===== src/rtl/core/bfe_pkg.sv =====
// shared types, constants and sizes of the bitstream field extractor
`default_nettype none
package bfe_pkg;

	// sizes of the byte store and of one field
	localparam int MAX_BYTES      = 256;
	localparam int MAX_FIELD_BITS = 32;

	// derived widths
	localparam int BYTE_AW   = $clog2(MAX_BYTES);
	localparam int CNT_W     = $clog2(MAX_BYTES + 1);
	localparam int POS_W     = CNT_W + 3;
	localparam int LEN_W     = $clog2(MAX_FIELD_BITS + 1);
	localparam int WIN_BYTES = (MAX_FIELD_BITS + 7) / 8 + 1;
	localparam int WIN_W     = WIN_BYTES * 8;
	localparam int NB_W      = $clog2(WIN_BYTES + 1);

	// depth of the queue between front and back
	localparam int QDEPTH = 2;
	localparam int QAW    = $clog2(QDEPTH);
	localparam int QCNT_W = $clog2(QDEPTH + 1);

	// command codes on the request channel
	localparam logic [1:0] CMD_PUSH    = 2'd0;
	localparam logic [1:0] CMD_EXTRACT = 2'd1;
	localparam logic [1:0] CMD_RESTART = 2'd2;

	// request payload
	typedef struct packed {
		logic [1:0] cmd;
		logic [7:0] data_byte;
		logic [5:0] field_length;
	} bfe_in_t;

	// result payload
	typedef struct packed {
		logic [31:0] field_value;
		logic        short_read;
		logic        overflowed;
	} bfe_out_t;

	// classified operation passed from front to back
	typedef enum logic [1:0] {
		OP_PUSH    = 2'd0,
		OP_EXTRACT = 2'd1,
		OP_RESTART = 2'd2
	} bfe_op_kind_t;

	typedef struct packed {
		bfe_op_kind_t     kind;
		logic [7:0]       data_byte;
		logic [LEN_W-1:0] req_len;
	} bfe_op_t;

	// queue status seen by front and back
	typedef struct packed {
		logic full;
		logic empty;
	} bfe_q_status_t;

endpackage
`default_nettype wire


===== src/rtl/core/bfe_ram.sv =====
// generic simple dual-port ram with registered read
`default_nettype none
module bfe_ram #(
	parameter int WIDTH = 8,
	parameter int DEPTH = 256
) (
	input  wire logic                     clk,
	input  wire logic                     we,
	input  wire logic [$clog2(DEPTH)-1:0] waddr,
	input  wire logic [WIDTH-1:0]         wdata,
	input  wire logic                     re,
	input  wire logic [$clog2(DEPTH)-1:0] raddr,
	output logic      [WIDTH-1:0]         rdata
);

	logic [WIDTH-1:0] mem_q [DEPTH];

	// write port and registered read port
	always_ff @(posedge clk) begin
		if (we) begin
			mem_q[waddr] <= wdata;
		end
		if (re) begin
			rdata <= mem_q[raddr];
		end
	end

endmodule
`default_nettype wire


===== src/rtl/core/bfe_front.sv =====
// front end: accepts requests, classifies them and saturates the field length
`default_nettype none
module bfe_front (
	input  wire logic                   in_valid,
	output logic                        in_ready,
	input  wire bfe_pkg::bfe_in_t       in_data,
	input  wire bfe_pkg::bfe_q_status_t q_status,
	output logic                        q_wr_en,
	output bfe_pkg::bfe_op_t            q_wr_data
);
	import bfe_pkg::*;

	logic             fire;
	logic             keep;
	logic [LEN_W-1:0] req_sat;

	// a request is taken whenever the queue has room
	assign in_ready = !q_status.full;
	assign fire     = in_valid && in_ready;

	// clamp the requested length to the widest field
	always_comb begin
		if ({1'b0, in_data.field_length} > 7'(MAX_FIELD_BITS)) begin
			req_sat = LEN_W'(MAX_FIELD_BITS);
		end else begin
			req_sat = LEN_W'(in_data.field_length);
		end
	end

	// decode the command; the unused code is taken and dropped
	always_comb begin
		keep                = 1'b1;
		q_wr_data.kind      = OP_PUSH;
		q_wr_data.data_byte = in_data.data_byte;
		q_wr_data.req_len   = req_sat;
		case (in_data.cmd)
			CMD_PUSH:    q_wr_data.kind = OP_PUSH;
			CMD_EXTRACT: q_wr_data.kind = OP_EXTRACT;
			CMD_RESTART: q_wr_data.kind = OP_RESTART;
			default:     keep = 1'b0;
		endcase
	end

	assign q_wr_en = fire && keep;

endmodule
`default_nettype wire


===== src/rtl/core/bfe_queue.sv =====
// short operation queue between front and back
`default_nettype none
module bfe_queue (
	input  wire logic                   clk,
	input  wire logic                   arst_n,
	input  wire logic                   wr_en,
	input  wire bfe_pkg::bfe_op_t       wr_data,
	input  wire logic                   rd_en,
	output bfe_pkg::bfe_op_t            rd_data,
	output bfe_pkg::bfe_q_status_t      status
);
	import bfe_pkg::*;

	bfe_op_t           entry_q [QDEPTH];
	logic [QAW-1:0]    wr_ptr_q;
	logic [QAW-1:0]    rd_ptr_q;
	logic [QCNT_W-1:0] cnt_q;
	logic              do_wr;
	logic              do_rd;

	assign status.full  = (cnt_q == QCNT_W'(QDEPTH));
	assign status.empty = (cnt_q == '0);
	assign do_wr        = wr_en && !status.full;
	assign do_rd        = rd_en && !status.empty;
	assign rd_data      = entry_q[rd_ptr_q];

	// storage
	always_ff @(posedge clk) begin
		if (do_wr) begin
			entry_q[wr_ptr_q] <= wr_data;
		end
	end

	// pointers and fill level
	always_ff @(posedge clk or negedge arst_n) begin
		if (!arst_n) begin
			wr_ptr_q <= '0;
			rd_ptr_q <= '0;
			cnt_q    <= '0;
		end else begin
			if (do_wr) begin
				wr_ptr_q <= (wr_ptr_q == QAW'(QDEPTH - 1)) ? '0 : wr_ptr_q + 1'b1;
			end
			if (do_rd) begin
				rd_ptr_q <= (rd_ptr_q == QAW'(QDEPTH - 1)) ? '0 : rd_ptr_q + 1'b1;
			end
			case ({do_wr, do_rd})
				2'b10:   cnt_q <= cnt_q + 1'b1;
				2'b01:   cnt_q <= cnt_q - 1'b1;
				default: cnt_q <= cnt_q;
			endcase
		end
	end

endmodule
`default_nettype wire


===== src/rtl/core/bfe_back.sv =====
// back end: message counters, byte store access and field assembly
`default_nettype none
module bfe_back (
	input  wire logic                   clk,
	input  wire logic                   arst_n,
	input  wire bfe_pkg::bfe_op_t       op,
	input  wire bfe_pkg::bfe_q_status_t q_status,
	output logic                        q_rd_en,
	output logic                        out_valid,
	input  wire logic                   out_ready,
	output bfe_pkg::bfe_out_t           out_data
);
	import bfe_pkg::*;

	typedef enum logic [2:0] {
		ST_IDLE = 3'b001,
		ST_READ = 3'b010,
		ST_DONE = 3'b100
	} bfe_state_t;

	bfe_state_t        state_q;
	logic [CNT_W-1:0]  count_q;
	logic [POS_W-1:0]  pos_q;
	logic              ovf_q;

	// per-extract registers
	logic [CNT_W-1:0]  idx_q;
	logic [NB_W-1:0]   nbytes_q;
	logic [NB_W-1:0]   rd_cnt_q;
	logic              rd_pend_q;
	logic [LEN_W-1:0]  take_q;
	logic [2:0]        sh_q;
	logic              short_q;
	logic              ovf_snap_q;
	logic [WIN_W-1:0]  win_q;

	// result register
	logic              res_valid_q;
	bfe_out_t          res_q;

	logic              pop;
	logic [POS_W-1:0]  total;
	logic [POS_W-1:0]  remain;
	logic [LEN_W-1:0]  take;
	logic [LEN_W:0]    span;
	logic [LEN_W+1:0]  nb_wide;
	logic              ram_we;
	logic              ram_re;
	logic [BYTE_AW-1:0] ram_raddr;
	logic [7:0]        ram_rdata;
	logic [WIN_W-1:0]  shifted;
	logic [WIN_W-1:0]  mask;

	// an extract waits until the result slot is free
	assign pop = (state_q == ST_IDLE) && !q_status.empty
		&& ((op.kind != OP_EXTRACT) || !res_valid_q);
	assign q_rd_en = pop;

	// bits left and bits taken for the current extract
	assign total   = {count_q, 3'b000};
	assign remain  = (pos_q < total) ? (total - pos_q) : '0;
	assign take    = (POS_W'(op.req_len) < remain) ? op.req_len : LEN_W'(remain);
	assign span    = (LEN_W + 1)'(pos_q[2:0]) + (LEN_W + 1)'(take);
	assign nb_wide = ((LEN_W + 2)'(span) + (LEN_W + 2)'(7)) >> 3;

	// byte store
	assign ram_we    = pop && (op.kind == OP_PUSH) && (count_q < CNT_W'(MAX_BYTES));
	assign ram_re    = (state_q == ST_READ) && (rd_cnt_q < nbytes_q);
	assign ram_raddr = BYTE_AW'(idx_q + CNT_W'(rd_cnt_q));

	bfe_ram #(
		.WIDTH (8),
		.DEPTH (MAX_BYTES)
	) u_store (
		.clk   (clk),
		.we    (ram_we),
		.waddr (count_q[BYTE_AW-1:0]),
		.wdata (op.data_byte),
		.re    (ram_re),
		.raddr (ram_raddr),
		.rdata (ram_rdata)
	);

	// align the window and keep only the taken bits
	assign shifted = win_q >> sh_q;
	assign mask    = (WIN_W'(1) << take_q) - WIN_W'(1);

	// sequencer and message counters
	always_ff @(posedge clk or negedge arst_n) begin
		if (!arst_n) begin
			state_q     <= ST_IDLE;
			count_q     <= '0;
			pos_q       <= '0;
			ovf_q       <= 1'b0;
			rd_cnt_q    <= '0;
			rd_pend_q   <= 1'b0;
			res_valid_q <= 1'b0;
		end else begin
			if (res_valid_q && out_ready) begin
				res_valid_q <= 1'b0;
			end
			case (state_q)
				ST_IDLE: begin
					if (pop) begin
						case (op.kind)
							OP_PUSH: begin
								if (count_q < CNT_W'(MAX_BYTES)) begin
									count_q <= count_q + 1'b1;
								end else begin
									ovf_q <= 1'b1;
								end
							end
							OP_RESTART: begin
								count_q <= '0;
								pos_q   <= '0;
								ovf_q   <= 1'b0;
							end
							OP_EXTRACT: begin
								pos_q    <= pos_q + POS_W'(take);
								rd_cnt_q <= '0;
								state_q  <= ST_READ;
							end
							default: begin
								count_q <= count_q;
							end
						endcase
					end
				end
				ST_READ: begin
					rd_pend_q <= ram_re;
					if (ram_re) begin
						rd_cnt_q <= rd_cnt_q + 1'b1;
					end
					if (!ram_re && !rd_pend_q) begin
						state_q <= ST_DONE;
					end
				end
				ST_DONE: begin
					res_valid_q <= 1'b1;
					state_q     <= ST_IDLE;
				end
				default: begin
					state_q <= ST_IDLE;
				end
			endcase
		end
	end

	// extract parameters and byte window
	always_ff @(posedge clk) begin
		if (pop && (op.kind == OP_EXTRACT)) begin
			idx_q      <= CNT_W'(pos_q >> 3);
			nbytes_q   <= NB_W'(nb_wide);
			take_q     <= take;
			sh_q       <= 3'(3'd0 - span[2:0]);
			short_q    <= (take < op.req_len);
			ovf_snap_q <= ovf_q;
			win_q      <= '0;
		end else if (rd_pend_q) begin
			win_q <= {win_q[WIN_W-9:0], ram_rdata};
		end
		if (state_q == ST_DONE) begin
			res_q.field_value <= 32'(shifted & mask);
			res_q.short_read  <= short_q;
			res_q.overflowed  <= ovf_snap_q;
		end
	end

	assign out_valid = res_valid_q;
	assign out_data  = res_q;

endmodule
`default_nettype wire


===== src/rtl/core/bitstream_field_extractor.sv =====
// top level of the msb-first bitstream field extractor
`default_nettype none
// Push requests append bytes to a message store, restart requests begin a new
// message, and extract requests return the next field_length bits (at most
// MAX_FIELD_BITS) most significant bit first, with short_read set when fewer
// bits were left and overflowed set once a byte was dropped for lack of room.
// Requests are taken whenever the two-entry operation queue has room, also
// while a result waits on the output. The back end runs one queued operation
// at a time: a push or restart is done as it is popped, while an extract reads
// the stored bytes the field spans, up to five, through the single read port
// of the byte store, which gives one byte a cycle, then registers the result.
// Store entries are undefined after reset; no clearing pass is run.
module bitstream_field_extractor (
	input  wire logic              clk,
	input  wire logic              arst_n,
	input  wire logic              in_valid,
	output logic                   in_ready,
	input  wire bfe_pkg::bfe_in_t  in_data,
	output logic                   out_valid,
	input  wire logic              out_ready,
	output bfe_pkg::bfe_out_t      out_data
);
	import bfe_pkg::*;

	bfe_op_t       q_wr_data;
	bfe_op_t       q_rd_data;
	bfe_q_status_t q_status;
	logic          q_wr_en;
	logic          q_rd_en;

	// request classification
	bfe_front u_front (
		.in_valid  (in_valid),
		.in_ready  (in_ready),
		.in_data   (in_data),
		.q_status  (q_status),
		.q_wr_en   (q_wr_en),
		.q_wr_data (q_wr_data)
	);

	// decoupling queue
	bfe_queue u_queue (
		.clk     (clk),
		.arst_n  (arst_n),
		.wr_en   (q_wr_en),
		.wr_data (q_wr_data),
		.rd_en   (q_rd_en),
		.rd_data (q_rd_data),
		.status  (q_status)
	);

	// execution
	bfe_back u_back (
		.clk       (clk),
		.arst_n    (arst_n),
		.op        (q_rd_data),
		.q_status  (q_status),
		.q_rd_en   (q_rd_en),
		.out_valid (out_valid),
		.out_ready (out_ready),
		.out_data  (out_data)
	);

endmodule
`default_nettype wire


===== config.mk =====
export PLATFORM = sky130hd
export DESIGN_NAME = bitstream_field_extractor
export DESIGN_NICKNAME = d
export VERILOG_FILES = /design/src/rtl/core/bfe_pkg.sv /design/src/rtl/core/bfe_ram.sv /design/src/rtl/core/bfe_front.sv /design/src/rtl/core/bfe_queue.sv /design/src/rtl/core/bfe_back.sv /design/src/rtl/core/bitstream_field_extractor.sv
export SDC_FILE = /design/constraint.sdc
export NUM_CORES = 2
export LEC_CHECK = 0
export ABC_AREA = 1
export BUFFER_PORTS_ARGS = -buffer_cell sky130_fd_sc_hd__buf_2
export CAP_MARGIN = 5
export CORE_MARGIN = 5
export CORE_UTILIZATION = 40
export CTS_CLUSTER_DIAMETER = 30
export DETAILED_ROUTE_END_ITERATION = 10
export GPL_TIMING_DRIVEN = 0
export MAX_ROUTING_LAYER = met4
export PLACE_DENSITY = 0.61
export SYNTH_ARGS = -nofsm -noshare
export SYNTH_HDL_FRONTEND = slang
export SYNTH_SLANG_ARGS = --single-unit
export TNS_END_PERCENT = 100

===== constraint.sdc =====
create_clock -name clk -period 5.6 [get_ports clk]
set_input_delay 1.12 -clock clk [delete_from_list [all_inputs] [get_ports clk]]
set_output_delay 1.12 -clock clk [all_outputs]
set_load 0.03 [all_outputs]

==> flow_summary.yaml <==
drt:
  ant_nets: 0
  drt_iter0_markers: 8437
  via_per_inst: 5.83
  via_count: 61900
  wl_mm: 295
  drc: 0
  dr.pass1.iters: 8
  post_drt_wl_per_cell_um: 27.8
cells_and_area:
  final_util: 0.486
  syn2layout_area_growth_pct: 20.9
  layout-drive-gt1-share: 0.129
  final_area_mm2: 0.111
  nNetsFinal: 7315
  instances_no_fill: 10600
critical_path:
  cpPeakStageDelay_ns: 0.98
  cp-end-kind: "register"
  cp.arrival_ns: 6.18
  worstSetupPathType: "register to register"
  path_max_fanout: 10
  worstSetupStartpointType: "register"
  required_ns: 6.21
  crit_chain: "ha_1, fa_1, buf_2, buf_2, clkbuf_1, clkbuf_1, o221ai_1, nand3_1, nand2_1, nand2_1, nand3_1, nand3_1, nand2_1, nand2_1, o21ai_1"
  cp_slowest_cell: "clkbuf_1"
  path_common_cell: "nand2_1"
power:
  p_leak_uw: 0.0381
  peakVddDrop_uv: 374
  power_uw: 68200
  p_per_area_mw_per_mm2: 617
timing:
  tightest_slew_ns: 1.41
  finalCriticalPeriod_ns: 5.57
  max_slew_margin: 0.0568
  clock_skew_ns: 0.0858
  finalCritPeriodShare: 0.995
  fmax_ghz: 0.179
  rsz0062_at_grt: "true"
  drv_slew: 0
  finalSetupViolCount: 0
  final_critical_path_setup_slack_ns: 0.0259
  hold_viol: 0
synth:
  synth_edf_count: 2144
  async_reset_ff_frac: 0.0153
  synth.distinct_cells: 57
  netlist_area_mm2: 0.0915
  ys_seq_area_frac: 0.721
  yosys_warnings: 0
  syn_nets: 6799
  avgSynthCellArea_um2: 13.6
  ys.flop_type: "edfxtp_1"
  synth_cells: 6735
  synth-seq-cells: 2217
grt:
  grt_pass1_vias: 59400
  grt_pass1_wl_mm: 414
  antenna_found_initial: 12
  grt_overflow: 0
  grt_max_degree: 114
  grtUsageTotal: 0.247
clock_tree:
  clkTransAtPathRegs_ns: 0.05
  ctsHoldBuffers: 0
  cts_setup_buffers: 0
  cts_buffer_depth: 4
  root_buffer: "clkbuf_16"
  clkLatencyLatePin_ns: 0.99
  ctsResizeCount: 6
  cts.sinks: 2217
  cts_buffers: 431
  htree_levels: 5
  cts_tree: "yes"
placed_design:
  post-place-ws_ns: -0.758
  io_buffer_count: 55
  dpl_cell_area_mm2: 0.0963
  dp_hpwl_mm: 197
  dp.cells: 9825
  place_congestion: 0.926
min_path:
  hold_class: "primary input to async pin"
floorplan:
  start_util: 0.402
  die_w_um: 488
  coreArea_mm2: 0.227
  io_pins: 56
  die-height_um: 488
  die_area_mm2: 0.238
  core.rowCount: 175
run_status:
  status: "finished, final reports clean"
run:
  cap_violations: 0
==> state kept, by name, indices dropped and copies added, names as in the netlist, 6 cells and up <==
register,count
u_back.take_q,6
u_back.u_store.mem_q,2048
u_back.count_q,9
u_back.idx_q,8
u_back.pos_q,12
u_queue.entry_q,32
u_back.u_store.rdata,8
u_back.out_data,34
u_back.win_q,39
==> power breakdown <==
part | switching, uW | leakage (uW) | internal [uW] | total (uW)
combinational | 16500 | 0.0112 | 5810 | 22300
sequential | 209 | 0.0201 | 20500 | 20700
clock | 8500 | 0.00687 | 16700 | 25200
==> per-stage QoR <==
stage,TNS [ns],hold WS (ns)
finish,0,0.278
global route,-10.14,0.305
floorplan,0,0.400
detailed placement,-344.37,0.414
global placement,-2128.05,0.402
CTS,0,0.269
==> area by class of cell <==
class	count	area (um2)
inverter	227	852
buffer	463	2070
clock buffer	496	11100
multi-input combinational	3828	22800
antenna	11	27.5
timing repair buffer	83	861
tap	3009	3760
sequential	2217	66000
fill	19200	117000
clock inverter	287	3120
==> cells in the final DEF, fill, tap and decap left out, drive strengths merged, types with 40 or more instances in the layout <==
cell      synthesis  final
clkbuf          291    787
edfxtp         2144   2144
buf             172    255
bufinv            0     54
o22ai            73     73
clkinvlp          0     40
nand2           529    529
o221ai          448    448
clkinv            1    160
nand3           342    342
inv             226    260
mux2i           533    533
ha               42     42
nor2            924    924
a21oi           119    119
o21ai           675    675
==> worst max-delay path: cells and delay by family, from the launching register on <==
| family | cells | cell delay (ns) |
|---|---|---|
| fa+ha+maj | 2 | 0.72 |
| flops | 1 | 0.42 |
| compound gates | 2 | 0.60 |
| simple gates | 7 | 1.10 |
| buf+inv | 4 | 2.37 |
==> Yosys cell counts (all sizes together) (6+ instances only) <==
| cell type | count | area, um2 |
|---|---|---|
| nor4 | 6 | 37.5 |
| nand3 | 342 | 1740 |
| dfxtp | 39 | 781 |
| a21oi | 119 | 603 |
| clkbuf | 291 | 1090 |
| nand4 | 9 | 62.6 |
| inv | 226 | 848 |
| o21a | 7 | 52.6 |
| a211oi | 7 | 52.6 |
| nor2 | 924 | 3500 |
| xnor2 | 14 | 123 |
| nand2 | 529 | 2050 |
| o21ai | 675 | 3390 |
| o211ai | 13 | 97.6 |
| buf | 172 | 951 |
| edfxtp | 2144 | 64400 |
| dfrtp | 33 | 826 |
| o221ai | 448 | 3920 |
| o22ai | 73 | 457 |
| nor3 | 30 | 160 |
| ha | 42 | 526 |
| mux2 | 8 | 90.1 |
| xor2 | 17 | 149 |
| mux2i | 533 | 5340 |
| a31oi | 11 | 68.8 |
==> path summary, 6_finish.rpt <==
check                                                from                           endpoint  slack [ns]  depth (start not counted)
min                                                arst_n       u_back.out_valid$_DFFE_PN0P_        0.28                          1
max in group asynchronous                          arst_n      u_back.state_q[1]$_DFFE_PN0P_        4.78                          1
max reg2reg                u_back.rd_cnt_q[0]$_DFFE_PN0P_  u_back.u_store.rdata[0]$_DFFE_PP_        0.03                         15
min in group clk                                out_ready       u_back.out_valid$_DFFE_PN0P_        0.32                          2
min reg2reg                      u_back.short_q$_DFFE_PP_       u_back.out_data[1]$_DFFE_PP_        0.42                          0
max                        u_back.rd_cnt_q[0]$_DFFE_PN0P_  u_back.u_store.rdata[0]$_DFFE_PP_        0.03                         15
==> cells by family (layout without fill, tap and decap cells) <==
group,Yosys count,count (layout),synth area share
DFF,2217,2217,0.721
and+or+nand+nor,1849,1849,0.0832
AOI/OAI and AO/OA,1363,1363,0.0953
buffers and inverters,690,1556,0.0316
muxes,541,541,0.0593
adders and majority gates,44,44,0.00618
xor gates and xnor gates,31,31,0.00297
other,0,11,0
==> metal layers <==
layer | vias to the layer above | track usage | wire length, um
met5 | - | - | 0
li1 | 26700 | - | -
met4 | 0 | 0.116 | 15200
met2 | 3668 | 0.369 | 133000
met1 | 30800 | 0.320 | 116000
met3 | 752 | 0.0605 | 30900
Note: power is estimated with default switching activity, not from simulation.
